--- src/rtl/core/pfm_pkg.sv ---
`timescale 1ns / 1ps
// ----------------------------------------------------------------------------
// PWM frequency multiplier package
// Shared constants for the PWM frequency multiplier: counter limits, reset
// values and the default output divider.
// ----------------------------------------------------------------------------
package pfm_pkg;

   // Width of the tick counter bytes and of the output top and compare values.
   localparam int unsigned ByteWidth = 8;

   // Width of the change threshold register and of the measured times.
   localparam int unsigned MeasureWidth = 16;

   // Highest value the high byte of the tick counter may reach before timeout.
   localparam logic [ByteWidth-1:0] HighLimit = 8'd254;

   // Default number of ticks per output counter step.
   localparam int unsigned OutputDividerDefault = 2;

   // Reset values.
   localparam logic [MeasureWidth-1:0] ThresholdReset = 16'd111;
   localparam logic [ByteWidth-1:0]    TopReset       = 8'd255;

endpackage

--- src/rtl/core/pwm_frequency_multiplier.sv ---
`timescale 1ns / 1ps
// ----------------------------------------------------------------------------
// PWM frequency multiplier
// Measures a slow PWM input tick by tick and regenerates it at a higher
// frequency from a free running output counter.
// ----------------------------------------------------------------------------
// Each input beat is one base tick carrying the input level, and it yields one
// result beat. A beat is captured in an input register and, when it moves on,
// one pass of short logic updates the tick counter, the period and on-time
// measurements, the output top and compare values and the output counter, and
// writes the result register. The block takes one beat every clock cycle
// while the result side does not stall. The result register decouples
// the two sides, so a stalled result holds only the input stage, and input
// stall rises only when the input register is full and cannot move on.
// change_threshold may be written only while no beat is in flight.
// ----------------------------------------------------------------------------
module pwm_frequency_multiplier #(
   parameter int unsigned OUTPUT_DIVIDER = pfm_pkg::OutputDividerDefault
) (
   input  logic                                clock,
   input  logic                                reset,
   // Input channel.
   input  logic                                req_valid,
   output logic                                req_stall,
   input  logic                                req_pin_level,
   // Result channel.
   output logic                                rsp_valid,
   input  logic                                rsp_stall,
   output logic                                rsp_pwm_out,
   output logic [pfm_pkg::ByteWidth-1:0]       rsp_period_top,
   output logic [pfm_pkg::ByteWidth-1:0]       rsp_duty_compare,
   output logic                                rsp_timed_out,
   // Configuration write channel.
   input  logic                                csr_valid,
   output logic                                csr_ready,
   input  logic [pfm_pkg::MeasureWidth-1:0]    csr_data
);

   localparam int unsigned PhaseWidth = (OUTPUT_DIVIDER > 1) ? $clog2(OUTPUT_DIVIDER) : 1;
   localparam logic [PhaseWidth-1:0] PhaseLast = PhaseWidth'(OUTPUT_DIVIDER - 1);

   // Configuration register.
   logic [pfm_pkg::MeasureWidth-1:0] threshold_ff;

   // Input stage.
   logic s1_valid_ff;
   logic s1_level_ff;
   logic advance;

   // Block state.
   logic [pfm_pkg::ByteWidth-1:0]    low_count_ff,      low_count_in;
   logic [pfm_pkg::ByteWidth-1:0]    high_count_ff,     high_count_in;
   logic                             last_level_ff;
   logic [pfm_pkg::MeasureWidth-1:0] period_measure_ff, period_measure_in;
   logic [pfm_pkg::MeasureWidth-1:0] ontime_measure_ff, ontime_measure_in;
   logic [pfm_pkg::ByteWidth-1:0]    top_value_ff,      top_value_in;
   logic [pfm_pkg::ByteWidth-1:0]    compare_value_ff,  compare_value_in;
   logic [pfm_pkg::ByteWidth-1:0]    out_count_ff,      out_count_in;
   logic [PhaseWidth-1:0]            divider_phase_ff,  divider_phase_in;
   logic                             timeout_in;

   // Result register.
   logic                          rsp_valid_ff;
   logic                          rsp_pwm_out_ff;
   logic [pfm_pkg::ByteWidth-1:0] rsp_period_top_ff;
   logic [pfm_pkg::ByteWidth-1:0] rsp_duty_compare_ff;
   logic                          rsp_timed_out_ff;

   // Measurement compare helpers.
   logic [pfm_pkg::MeasureWidth-1:0] measured;
   logic [pfm_pkg::MeasureWidth-1:0] period_diff;
   logic [pfm_pkg::MeasureWidth-1:0] ontime_diff;
   logic                             rising;
   logic                             falling;

   // The input stage moves on when the result register is free or being taken.
   assign advance   = !rsp_valid_ff || !rsp_stall;
   assign req_stall = s1_valid_ff && !advance;
   assign csr_ready = 1'b1;

   // Configuration register write.
   always_ff @(posedge clock) begin
      if (reset) begin
         threshold_ff <= pfm_pkg::ThresholdReset;
      end else if (csr_valid && csr_ready) begin
         threshold_ff <= csr_data;
      end
   end

   // Input register.
   always_ff @(posedge clock) begin
      if (reset) begin
         s1_valid_ff <= 1'b0;
      end else if (!req_stall) begin
         s1_valid_ff <= req_valid;
      end
   end

   always_ff @(posedge clock) begin
      if (!req_stall && req_valid) begin
         s1_level_ff <= req_pin_level;
      end
   end

   // Edge detection and the distance of the measured time from the stored ones.
   assign measured = {high_count_ff, low_count_ff};
   assign rising   = s1_level_ff && !last_level_ff;
   assign falling  = !s1_level_ff && last_level_ff;
   assign period_diff = (measured > period_measure_ff) ? (measured - period_measure_ff)
                                                       : (period_measure_ff - measured);
   assign ontime_diff = (measured > ontime_measure_ff) ? (measured - ontime_measure_ff)
                                                       : (ontime_measure_ff - measured);

   // Next state for one tick.
   always_comb begin
      low_count_in      = low_count_ff;
      high_count_in     = high_count_ff;
      period_measure_in = period_measure_ff;
      ontime_measure_in = ontime_measure_ff;
      top_value_in      = top_value_ff;
      compare_value_in  = compare_value_ff;
      timeout_in        = 1'b0;

      if (rising) begin
         // A rising edge closes a period and restarts the tick counter.
         if (period_diff > threshold_ff) begin
            period_measure_in = measured;
            top_value_in      = high_count_ff;
         end
         low_count_in  = '0;
         high_count_in = '0;
      end else begin
         // A falling edge closes the on-time.
         if (falling && (ontime_diff > threshold_ff)) begin
            ontime_measure_in = measured;
            compare_value_in  = high_count_ff;
         end
         low_count_in = low_count_ff + 1'b1;
         if (low_count_ff == '1) begin
            if (high_count_ff < pfm_pkg::HighLimit) begin
               high_count_in = high_count_ff + 1'b1;
            end else begin
               // No rising edge for too long: top goes to the limit, compare follows the input level.
               compare_value_in  = s1_level_ff ? pfm_pkg::HighLimit : '0;
               top_value_in      = pfm_pkg::HighLimit;
               high_count_in     = '0;
               period_measure_in = '0;
               ontime_measure_in = '0;
               timeout_in        = 1'b1;
            end
         end
      end
   end

   // Output counter, stepped once every OUTPUT_DIVIDER ticks.
   always_comb begin
      divider_phase_in = divider_phase_ff + 1'b1;
      out_count_in     = out_count_ff;
      if (divider_phase_ff >= PhaseLast) begin
         divider_phase_in = '0;
         if (out_count_ff >= top_value_in) begin
            out_count_in = '0;
         end else begin
            out_count_in = out_count_ff + 1'b1;
         end
      end
   end

   // State update on each tick that leaves the input stage.
   always_ff @(posedge clock) begin
      if (reset) begin
         low_count_ff      <= '0;
         high_count_ff     <= '0;
         last_level_ff     <= 1'b0;
         period_measure_ff <= '0;
         ontime_measure_ff <= '0;
         top_value_ff      <= pfm_pkg::TopReset;
         compare_value_ff  <= '0;
         out_count_ff      <= '0;
         divider_phase_ff  <= '0;
      end else if (s1_valid_ff && advance) begin
         low_count_ff      <= low_count_in;
         high_count_ff     <= high_count_in;
         last_level_ff     <= s1_level_ff;
         period_measure_ff <= period_measure_in;
         ontime_measure_ff <= ontime_measure_in;
         top_value_ff      <= top_value_in;
         compare_value_ff  <= compare_value_in;
         out_count_ff      <= out_count_in;
         divider_phase_ff  <= divider_phase_in;
      end
   end

   // Result register valid.
   always_ff @(posedge clock) begin
      if (reset) begin
         rsp_valid_ff <= 1'b0;
      end else if (advance) begin
         rsp_valid_ff <= s1_valid_ff;
      end
   end

   // Result register payload.
   always_ff @(posedge clock) begin
      if (s1_valid_ff && advance) begin
         rsp_pwm_out_ff      <= (out_count_in < compare_value_in);
         rsp_period_top_ff   <= top_value_in;
         rsp_duty_compare_ff <= compare_value_in;
         rsp_timed_out_ff    <= timeout_in;
      end
   end

   assign rsp_valid        = rsp_valid_ff;
   assign rsp_pwm_out      = rsp_pwm_out_ff;
   assign rsp_period_top   = rsp_period_top_ff;
   assign rsp_duty_compare = rsp_duty_compare_ff;
   assign rsp_timed_out    = rsp_timed_out_ff;

`ifndef SYNTHESIS
   // A timeout beat reports the limit as top and the limit or zero as compare.
   assert property (@(posedge clock) disable iff (reset)
      (rsp_valid_ff && rsp_timed_out_ff) |->
      (rsp_period_top_ff == pfm_pkg::HighLimit &&
       (rsp_duty_compare_ff == pfm_pkg::HighLimit || rsp_duty_compare_ff == '0)))
      else $error("timeout beat carries wrong top or compare");

   // The high byte of the tick counter never passes the limit.
   assert property (@(posedge clock) disable iff (reset)
      high_count_ff <= pfm_pkg::HighLimit)
      else $error("tick counter high byte above limit");

   // The divider phase stays inside its range.
   assert property (@(posedge clock) disable iff (reset)
      divider_phase_ff <= PhaseLast)
      else $error("divider phase out of range");

   // State changes only when a tick leaves the input stage.
   assert property (@(posedge clock) disable iff (reset)
      !(s1_valid_ff && advance) |=> $stable(low_count_ff) && $stable(out_count_ff))
      else $error("state changed without a tick");
`endif

endmodule

--- config.mk ---
export PLATFORM = sky130hd
export DESIGN_NAME = pwm_frequency_multiplier
export DESIGN_NICKNAME = d
export VERILOG_FILES = /design/src/rtl/core/pfm_pkg.sv /design/src/rtl/core/pwm_frequency_multiplier.sv
export SDC_FILE = /design/constraint.sdc
export NUM_CORES = 1
export LEC_CHECK = 0
export BUFFER_PORTS_ARGS = -buffer_cell sky130_fd_sc_hd__buf_4
export CAP_MARGIN = 15
export CORE_ASPECT_RATIO = 2
export CORE_MARGIN = 1
export CORE_UTILIZATION = 57
export DETAILED_ROUTE_END_ITERATION = 16
export PLACE_DENSITY = 0.78
export SLEW_MARGIN = 20
export SYNTH_ARGS = -nofsm -noshare
export SYNTH_HDL_FRONTEND = slang
export SYNTH_SLANG_ARGS = --single-unit
--- constraint.sdc ---
create_clock -name clock -period 7 [get_ports clock]
set_input_delay 0.35 -clock clock [delete_from_list [all_inputs] [get_ports clock]]
set_output_delay 0.35 -clock clock [all_outputs]
set_load 0.01 [all_outputs]
==> results of run 1 <==
cell usage after synthesis (3+ instances only):
| cell type | number |
|---|---|
| ha_1 | 112 |
| a21oi_1 | 99 |
| dfxtp_1 | 92 |
| inv_1 | 90 |
| nor2_1 | 81 |
| nand2_1 | 64 |
| o21ai_0 | 61 |
| a21o_1 | 38 |
| clkbuf_1 | 33 |
| nand3_1 | 27 |
| xnor2_1 | 24 |
| mux2i_1 | 21 |
| o21a_1 | 20 |
| edfxtp_1 | 19 |
| a32o_1 | 17 |
| nor2b_1 | 17 |
| o32ai_1 | 17 |
| nor3_1 | 15 |
| nand2b_1 | 14 |
| nand4_1 | 14 |
| a211oi_1 | 13 |
| xor2_1 | 12 |
| and3_1 | 11 |
| a31oi_1 | 10 |
| o211ai_1 | 10 |
| buf_2 | 8 |
| buf_4 | 8 |
| a22oi_1 | 7 |
| buf_1 | 7 |
| mux2_2 | 7 |
| o32a_1 | 7 |
| or3_1 | 7 |
| o22ai_1 | 6 |
| nand3b_1 | 5 |
| o21bai_1 | 5 |
| o31ai_1 | 5 |
| and2_1 | 4 |
| and4_1 | 4 |
| buf_6 | 4 |
| fa_1 | 4 |
| nor3b_1 | 4 |
| or2_2 | 4 |
| a211o_1 | 3 |
| a311oi_1 | 3 |
| o221ai_1 | 3 |
worst min path at each step:
| stage | start | end | slack (ps) | cells after the start |
|---|---|---|---|---|
| floorplan | req_pin_level | s1_level_ff | 450 | 0 |
| global placement | compare_value_ff[3] | compare_value_ff[3] | 470 | 2 |
| detailed placement | compare_value_ff[2] | compare_value_ff[2] | 470 | 2 |
| CTS | req_pin_level | s1_level_ff | 170 | 1 |
| global route | req_pin_level | s1_level_ff | 160 | 1 |
| finish | req_pin_level | s1_level_ff | 170 | 1 |
cell usage in the layout, fill, tap and decap left out, types with 9 or more instances in the layout:
master,n
nand3_1,25
xnor2_1,24
dfxtp_1,84
a21oi_1,92
buf_4,120
nor2_1,75
clkbuf_16,9
a32o_1,17
edfxtp_1,19
o211ai_1,10
a211oi_1,10
nor2b_1,15
o32ai_1,17
mux2i_1,20
and3_1,10
inv_1,85
o21ai_0,51
nand2_1,63
nand2b_1,13
a21o_1,38
o21a_1,19
xor2_1,12
nor3_1,13
nand4_1,14
ha_1,102
o21ai_1,10
per-layer routing:
metal	share of wire	up-vias	GRT usage
met2	0.52	394	0.6433
met3	0.048	192	0.04557
met4	0.11	0	0.3473
met1	0.32	4132	0.3083
li1	-	4076	-
met5	0	-	0
metrics by stage:
stage	cells	TNS [ps]	setup WS, ps	hold slack, ps
3_3_place_gp	1328	-61.09	-61.09	466.8
4_1_cts	1344	0	26.15	165.3
6_report	1358	0	82.05	169.4
5_1_grt	1358	-320.9	-320.9	156.6
3_5_place_dp	1328	-160.0	-160.0	470.4
2_1_floorplan	1080	0	5.965	448.9
where the power goes:
group	switching, W	internal [W]	leakage, nW
combinational	0.000193	0.000150	3.47
clock	0.000262	0.000243	0.127
sequential	0.0000119	0.000669	0.923
total	0.000467	0.00106	4.52
timing repair:
action / in CTS / in global routing
pin swaps: 2 / 29
setup buffers: 1 / 14
gates resized for setup: 3 / 59
cloned: 0 / 1
setup endpoints to repair: 1 / 1
sequential cells by signal, summed over array words and instances (netlist names), 8 cells and up:
signal / count
ontime_measure_ff: 16
period_measure_ff: 16
threshold_ff: 16
compare_value_ff: 8
high_count_ff: 8
low_count_ff: 8
out_count_ff: 8
rsp_duty_compare: 8
rsp_period_top: 8
top_value_ff: 8
cell families (layout without fill, tap and decap cells):
kind of cell,after synthesis,after routing
AO/OA/AOI/OAI,357,358
XOR/XNOR,36,36
adder cells (fa/ha/maj),116,116
buffers and inverters,150,229
flip-flops,111,111
multiplexers,29,29
other,1,1
AND/OR/NAND/NOR,280,280
worst max-delay path, delay by kind of cell (launching register included):
| family | cells | cell delay, ps |
|---|---|---|
| AOI/OAI and AO/OA | 16 | 3200 |
| DFF | 1 | 340 |
| buffers and inverters | 5 | 620 |
| adders and majority gates | 5 | 1220 |
| and+or+nand+nor | 7 | 950 |
| xor gates and xnor gates | 1 | 160 |
| muxes | 1 | 190 |
cell type report:
class / instances / area [um2]
clock buffer: 9 / 225.2
clock inverter: 6 / 43.79
fill: 1304 / 4888
inverter: 90 / 337.8
multi-input combinational: 820 / 6264
sequential: 111 / 2422
tap: 198 / 247.7
timing repair buffer: 124 / 945.9
==> impl_results.md, run 1 <==
- Period utilisation layout: 0.9883
- Die H: 180.1 um
- Crit path kind: flip-flop to flip-flop
- Global-route wire length before repair: 43.69 mm
- Synth warnings: 0
- Data arrival time of the worst path: 7040 ps
- Launching point of the worst reg2reg path: low_count_ff[0]
- Max FO, Critical Path: 7
- H-tree depth: 3
- Compound-gate portion of the synthesized area: 0.2766
- Clock sink count: 111
- Number of nets at the end of the flow: 1,294
- Count of different cell masters after synthesis: 82
- Final antenna diode count: 0
- Worst hold-check path type: input pin to flip-flop
- Core area: 15,370 um2
- Power Total: 0.001529 W
- Number of standard cells after synthesis: 1,080
- Flops & latches, synth: 111
- Number of top-level pins: 43
- Wirelength, routed: 29.09 mm
- Path depth of the worst reg2reg path: 35
- Actual slew at the worst max-slew pin: 941.8 ps
- Hold violation count in the final report: 0
- Post-synthesis xor/xnor area fraction: 0.03486
- Antenna-violating nets left: 0
- Combined global-route utilization of all metal layers: 0.3475
- Core occupancy in the finished layout: 0.6820
- CP dominant cell by count: ha_1
- # DRC: 0
- Remaining global-route overflow: 0
- Number of antenna violations at the first check in global routing: 0
- Post-route cell area: 10,490 um2
- Max transition margin: 0.3683
- Drt first pass iters: 6
- Post-Synth Simple-Gate Area: 0.1540
- Worst Setup SP: low_count_ff[0]
- EDFF count, synth: 19
- Upper clock frequency limit: 0.1446 GHz
- Max VDD drop: 188.2 uV
- Cell at the root of the clock tree: clkbuf_16
- Endpoint of the worst register-to-register path: rsp_pwm_out
- Worst setup skew after layout: 11.95 ps
- Vias in the first global route: 8,643
- Post-synthesis sequential area ratio: 0.2667
- Horizontal die dimension: 91.07 um
- Dominant combinational cell family by area after synthesis: compound AO/OA/AOI/OAI gates
- Number of placement rows: 64
- Initial Util: 0.5882
- Area growth from synthesis to layout: 15.95%
- Final Max Slew Viols: 0
- Worst EP required: 7120 ps
- 1st-iter DRT viols: 570
- IO Port Bufs: 41
- Worst R2R Setup Slack: 80 ps
- MaxCap Viol Count: 0
- Run status: finished, final reports clean
- Static leakage: 4.518 nW
- Area share of the largest cell type after synthesis: 0.2037
- Proportion of synthesized flip-flops having asynchronous set or reset: 0
- Leading cell types by total area after synthesis: dfxtp_1 20%, ha_1 15%, edfxtp_1 6.3%
- CTS Hold Bufs: 0
- Largest area contributor in the netlist: dfxtp_1
- Via density: 6.476
- Buffer levels on the longest clock path: 2
- Setup-violating endpoint count in the final report: 0
- Routed vias: 8,794
- HPWL after detailed placement: 21.88 mm
- Endpoint of the most critical setup path: rsp_pwm_out
- Time the final worst path needs with I/O delays and setup: 6918 ps
- Multiplexer share of the synthesized area: 0.03362
- Synthesized netlist net count: 1,218
- Crit. End Element: flip-flop
- Average wire length per cell after detail routing: 21.42 um
- Die area: 16,400 um2
- Post-Syn Area: 9044 um2
- Adder-Cell Fraction of Synth Area: 0.1638
- Clock insertion delay at the later pin of the skew report: 360 ps
- Clock input transition at the sequential cells of the worst setup and hold paths: 80 ps
- Most used flip-flop cell after synthesis: dfxtp_1
- Type of origin of the critical path: flip-flop
- Slowest stage cell on the critical path: o41a_1
- Area after DPL: 9867 um2
- Pwr dens: 145.8 nW/um2
- Syn avg cell area: 8.374 um2
- Pin count of the biggest net entering global routing: 59
- Final RePlAce weighted congestion: 1.013
- Proportion of layout cells with a drive suffix above 1: 0.1983
- TritonCTS clock tree: built
- Max stage delay on crit path: 510 ps
- Number of buffers created by CTS: 9
No activity file was read; power rests on OpenSTA's default activity.
==> run 2: changes to the inputs <==
--- a/config.mk
+++ b/config.mk
@@ -9,9 +9,11 @@
 export CAP_MARGIN = 15
 export CORE_ASPECT_RATIO = 2
 export CORE_MARGIN = 1
-export CORE_UTILIZATION = 57
+export CORE_UTILIZATION = 58
+export CTS_BUF_LIST = sky130_fd_sc_hd__clkbuf_2 sky130_fd_sc_hd__clkbuf_4 sky130_fd_sc_hd__clkbuf_8
 export DETAILED_ROUTE_END_ITERATION = 16
-export PLACE_DENSITY = 0.78
+export PLACE_DENSITY = 0.79
+export SETUP_SLACK_MARGIN = 0.15
 export SLEW_MARGIN = 20
 export SYNTH_ARGS = -nofsm -noshare
 export SYNTH_HDL_FRONTEND = slang
==> run 2 against run 1 <==
  * Highest routed layer unchanged
  * Clock power is 9.9% lower
  * Critical path type unchanged
  * Global-route usage is 1.0 points higher
  * Critical endpoint unchanged
  * Combinational power is 2% lower
  * Wire length is 0.84% lower
  * Clock skew is 1.0 ps lower
  * Non-clock buffer count is 14 lower
==> impl_results.md, run 2 (synthesized netlist as in run 1, its figures left out) <==
- Worst Slack Setup Final: 166.9 ps
- Final Max Slew Viols: 0
- Most frequent cells in the layout: 106 x buf_4, 103 x ha_1, 90 x a21oi_1
- Period utilisation layout: 0.9762
- Buffer levels on the longest clock path: 2
- Routed vias: 8,627
- # DRC: 0
- Max stage delay on crit path: 480 ps
- Drt first pass iters: 6
- HPWL after detailed placement: 22.03 mm
- CP dominant cell by count: a21oi_2
- Proportion of layout cells with a drive suffix above 1: 0.1911
- Setup TNS: 0 ps
- Worst EP required: 7160 ps
- Worst hold-check path type: input pin to flip-flop
- Horizontal die dimension: 90.30 um
- Final RePlAce weighted congestion: 1.021
- Crit. End Element: flip-flop
- Number of antenna violations at the first check in global routing: 0
- Data arrival time of the worst path: 6990 ps
- Core occupancy in the finished layout: 0.6771
- Number of nets at the end of the flow: 1,279
- Power Total: 0.001472 W
- Antenna-violating nets left: 0
- Core area: 15,290 um2
- Max FO, Critical Path: 14
- Type of origin of the critical path: flip-flop
- Number of top-level pins: 43
- Remaining global-route overflow: 0
- IO Port Bufs: 41
- Worst slack on hold paths: 137.0 ps
- Final antenna diode count: 0
- Upper clock frequency limit: 0.1463 GHz
- H-tree depth: 3
- Combined global-route utilization of all metal layers: 0.3575
- Vias in the first global route: 8,554
- Static leakage: 4.432 nW
- Number of placement rows: 64
- CTS Hold Bufs: 0
- Setup WS pre-CTS: -116.3 ps
- Max transition margin: 0.3612
- Biggest registers after layout: ontime_measure_ff x16, period_measure_ff x16, threshold_ff x16
- Die H: 178.6 um
- Run status: finished, final reports clean
- Hold violation count in the final report: 0
- Area growth from synthesis to layout: 14.51%
- Actual slew at the worst max-slew pin: 958.3 ps
- Wirelength, routed: 28.84 mm
- Max VDD drop: 115.3 uV
- Unrepaired setup endpoints after global routing: yes
- Pin count of the biggest net entering global routing: 59
- TritonCTS clock tree: built
- Average wire length per cell after detail routing: 21.46 um
- Clock input transition at the sequential cells of the worst setup and hold paths: 110 ps
- Setup-violating endpoint count in the final report: 0
- Number of buffers created by CTS: 9
- Via density: 6.419
- Clock insertion delay at the later pin of the skew report: 390 ps
- Time the final worst path needs with I/O delays and setup: 6833 ps
- Slowest stage cell on the critical path: o41a_1
- MaxCap Viol Count: 0
- Cell at the root of the clock tree: clkbuf_8
- 1st-iter DRT viols: 573
- Pwr dens: 142.1 nW/um2
- Global-route wire length before repair: 43.95 mm
- Leading cell type in the layout, fill and taps excluded: buf_4
- Initial Util: 0.5913
- Crit path kind: flip-flop to flip-flop
- Worst setup skew after layout: 10.92 ps
- Die area: 16,130 um2
- Clock sink count: 111
==> run 2: area by class of cell <==
| class | instances | area [um2] |
|---|---|---|
| inverter | 90 | 340.3 |
| timing repair buffer | 110 | 853.3 |
| multi-input combinational | 819 | 6250 |
| tap | 198 | 247.7 |
| clock inverter | 5 | 91.34 |
| sequential | 111 | 2435 |
| clock buffer | 11 | 138.9 |
| fill | 1284 | 4938 |
==> run 2: power by group <==
part	leakage [nW]	switching [W]	internal (W)
clock network	0.118	0.000239	0.000216
logic	3.39	0.000190	0.000146
registers	0.926	0.0000127	0.000668
==> run 2: stage by stage <==
| stage | instance area, um2 | std cells |
|---|---|---|
| global placement | 9869 | 1317 |
| detailed placement | 9869 | 1317 |
| floorplan | 9236 | 1080 |
| CTS | 10170 | 1337 |
| finish | 10360 | 1344 |
| global route | 10360 | 1344 |
==> run 2: per-layer routing <==
layer | vias up | track usage | part of all wire
met5 | - | 0 | 0
met3 | 174 | 0.05158 | 0.043
met4 | 0 | 0.3663 | 0.11
met2 | 369 | 0.6692 | 0.52
met1 | 4033 | 0.3142 | 0.33
li1 | 4051 | - | -
==> run 2: path summary, 6_finish.rpt <==
kind / start / end / slack, ps / depth (start not counted)
setup / recovery: low_count_ff[0] / rsp_pwm_out / 170 / 36
setup reg to reg: low_count_ff[0] / rsp_pwm_out / 170 / 36
hold reg to reg: compare_value_ff[5] / compare_value_ff[5] / 490 / 2
hold / removal: req_pin_level / s1_level_ff / 140 / 1
==> run 2: repair_timing <==
action,4_1_cts,5_1_grt
pin swaps,6,17
setup buffers,4,7
endpoints found under the setup margin,1,1
resized for setup,9,36
hold endpoints to repair,0,0
==> run 2: worst max-delay path, delay by kind of cell, from the launching register on <==
kind	cells	cell delay [ps]
adder cells (fa/ha/maj)	5	1300
AND/OR/NAND/NOR	6	810
buffers and inverters	5	640
AO/OA/AOI/OAI	18	3030
XOR/XNOR	1	130
multiplexers	1	320
flip-flops	1	350
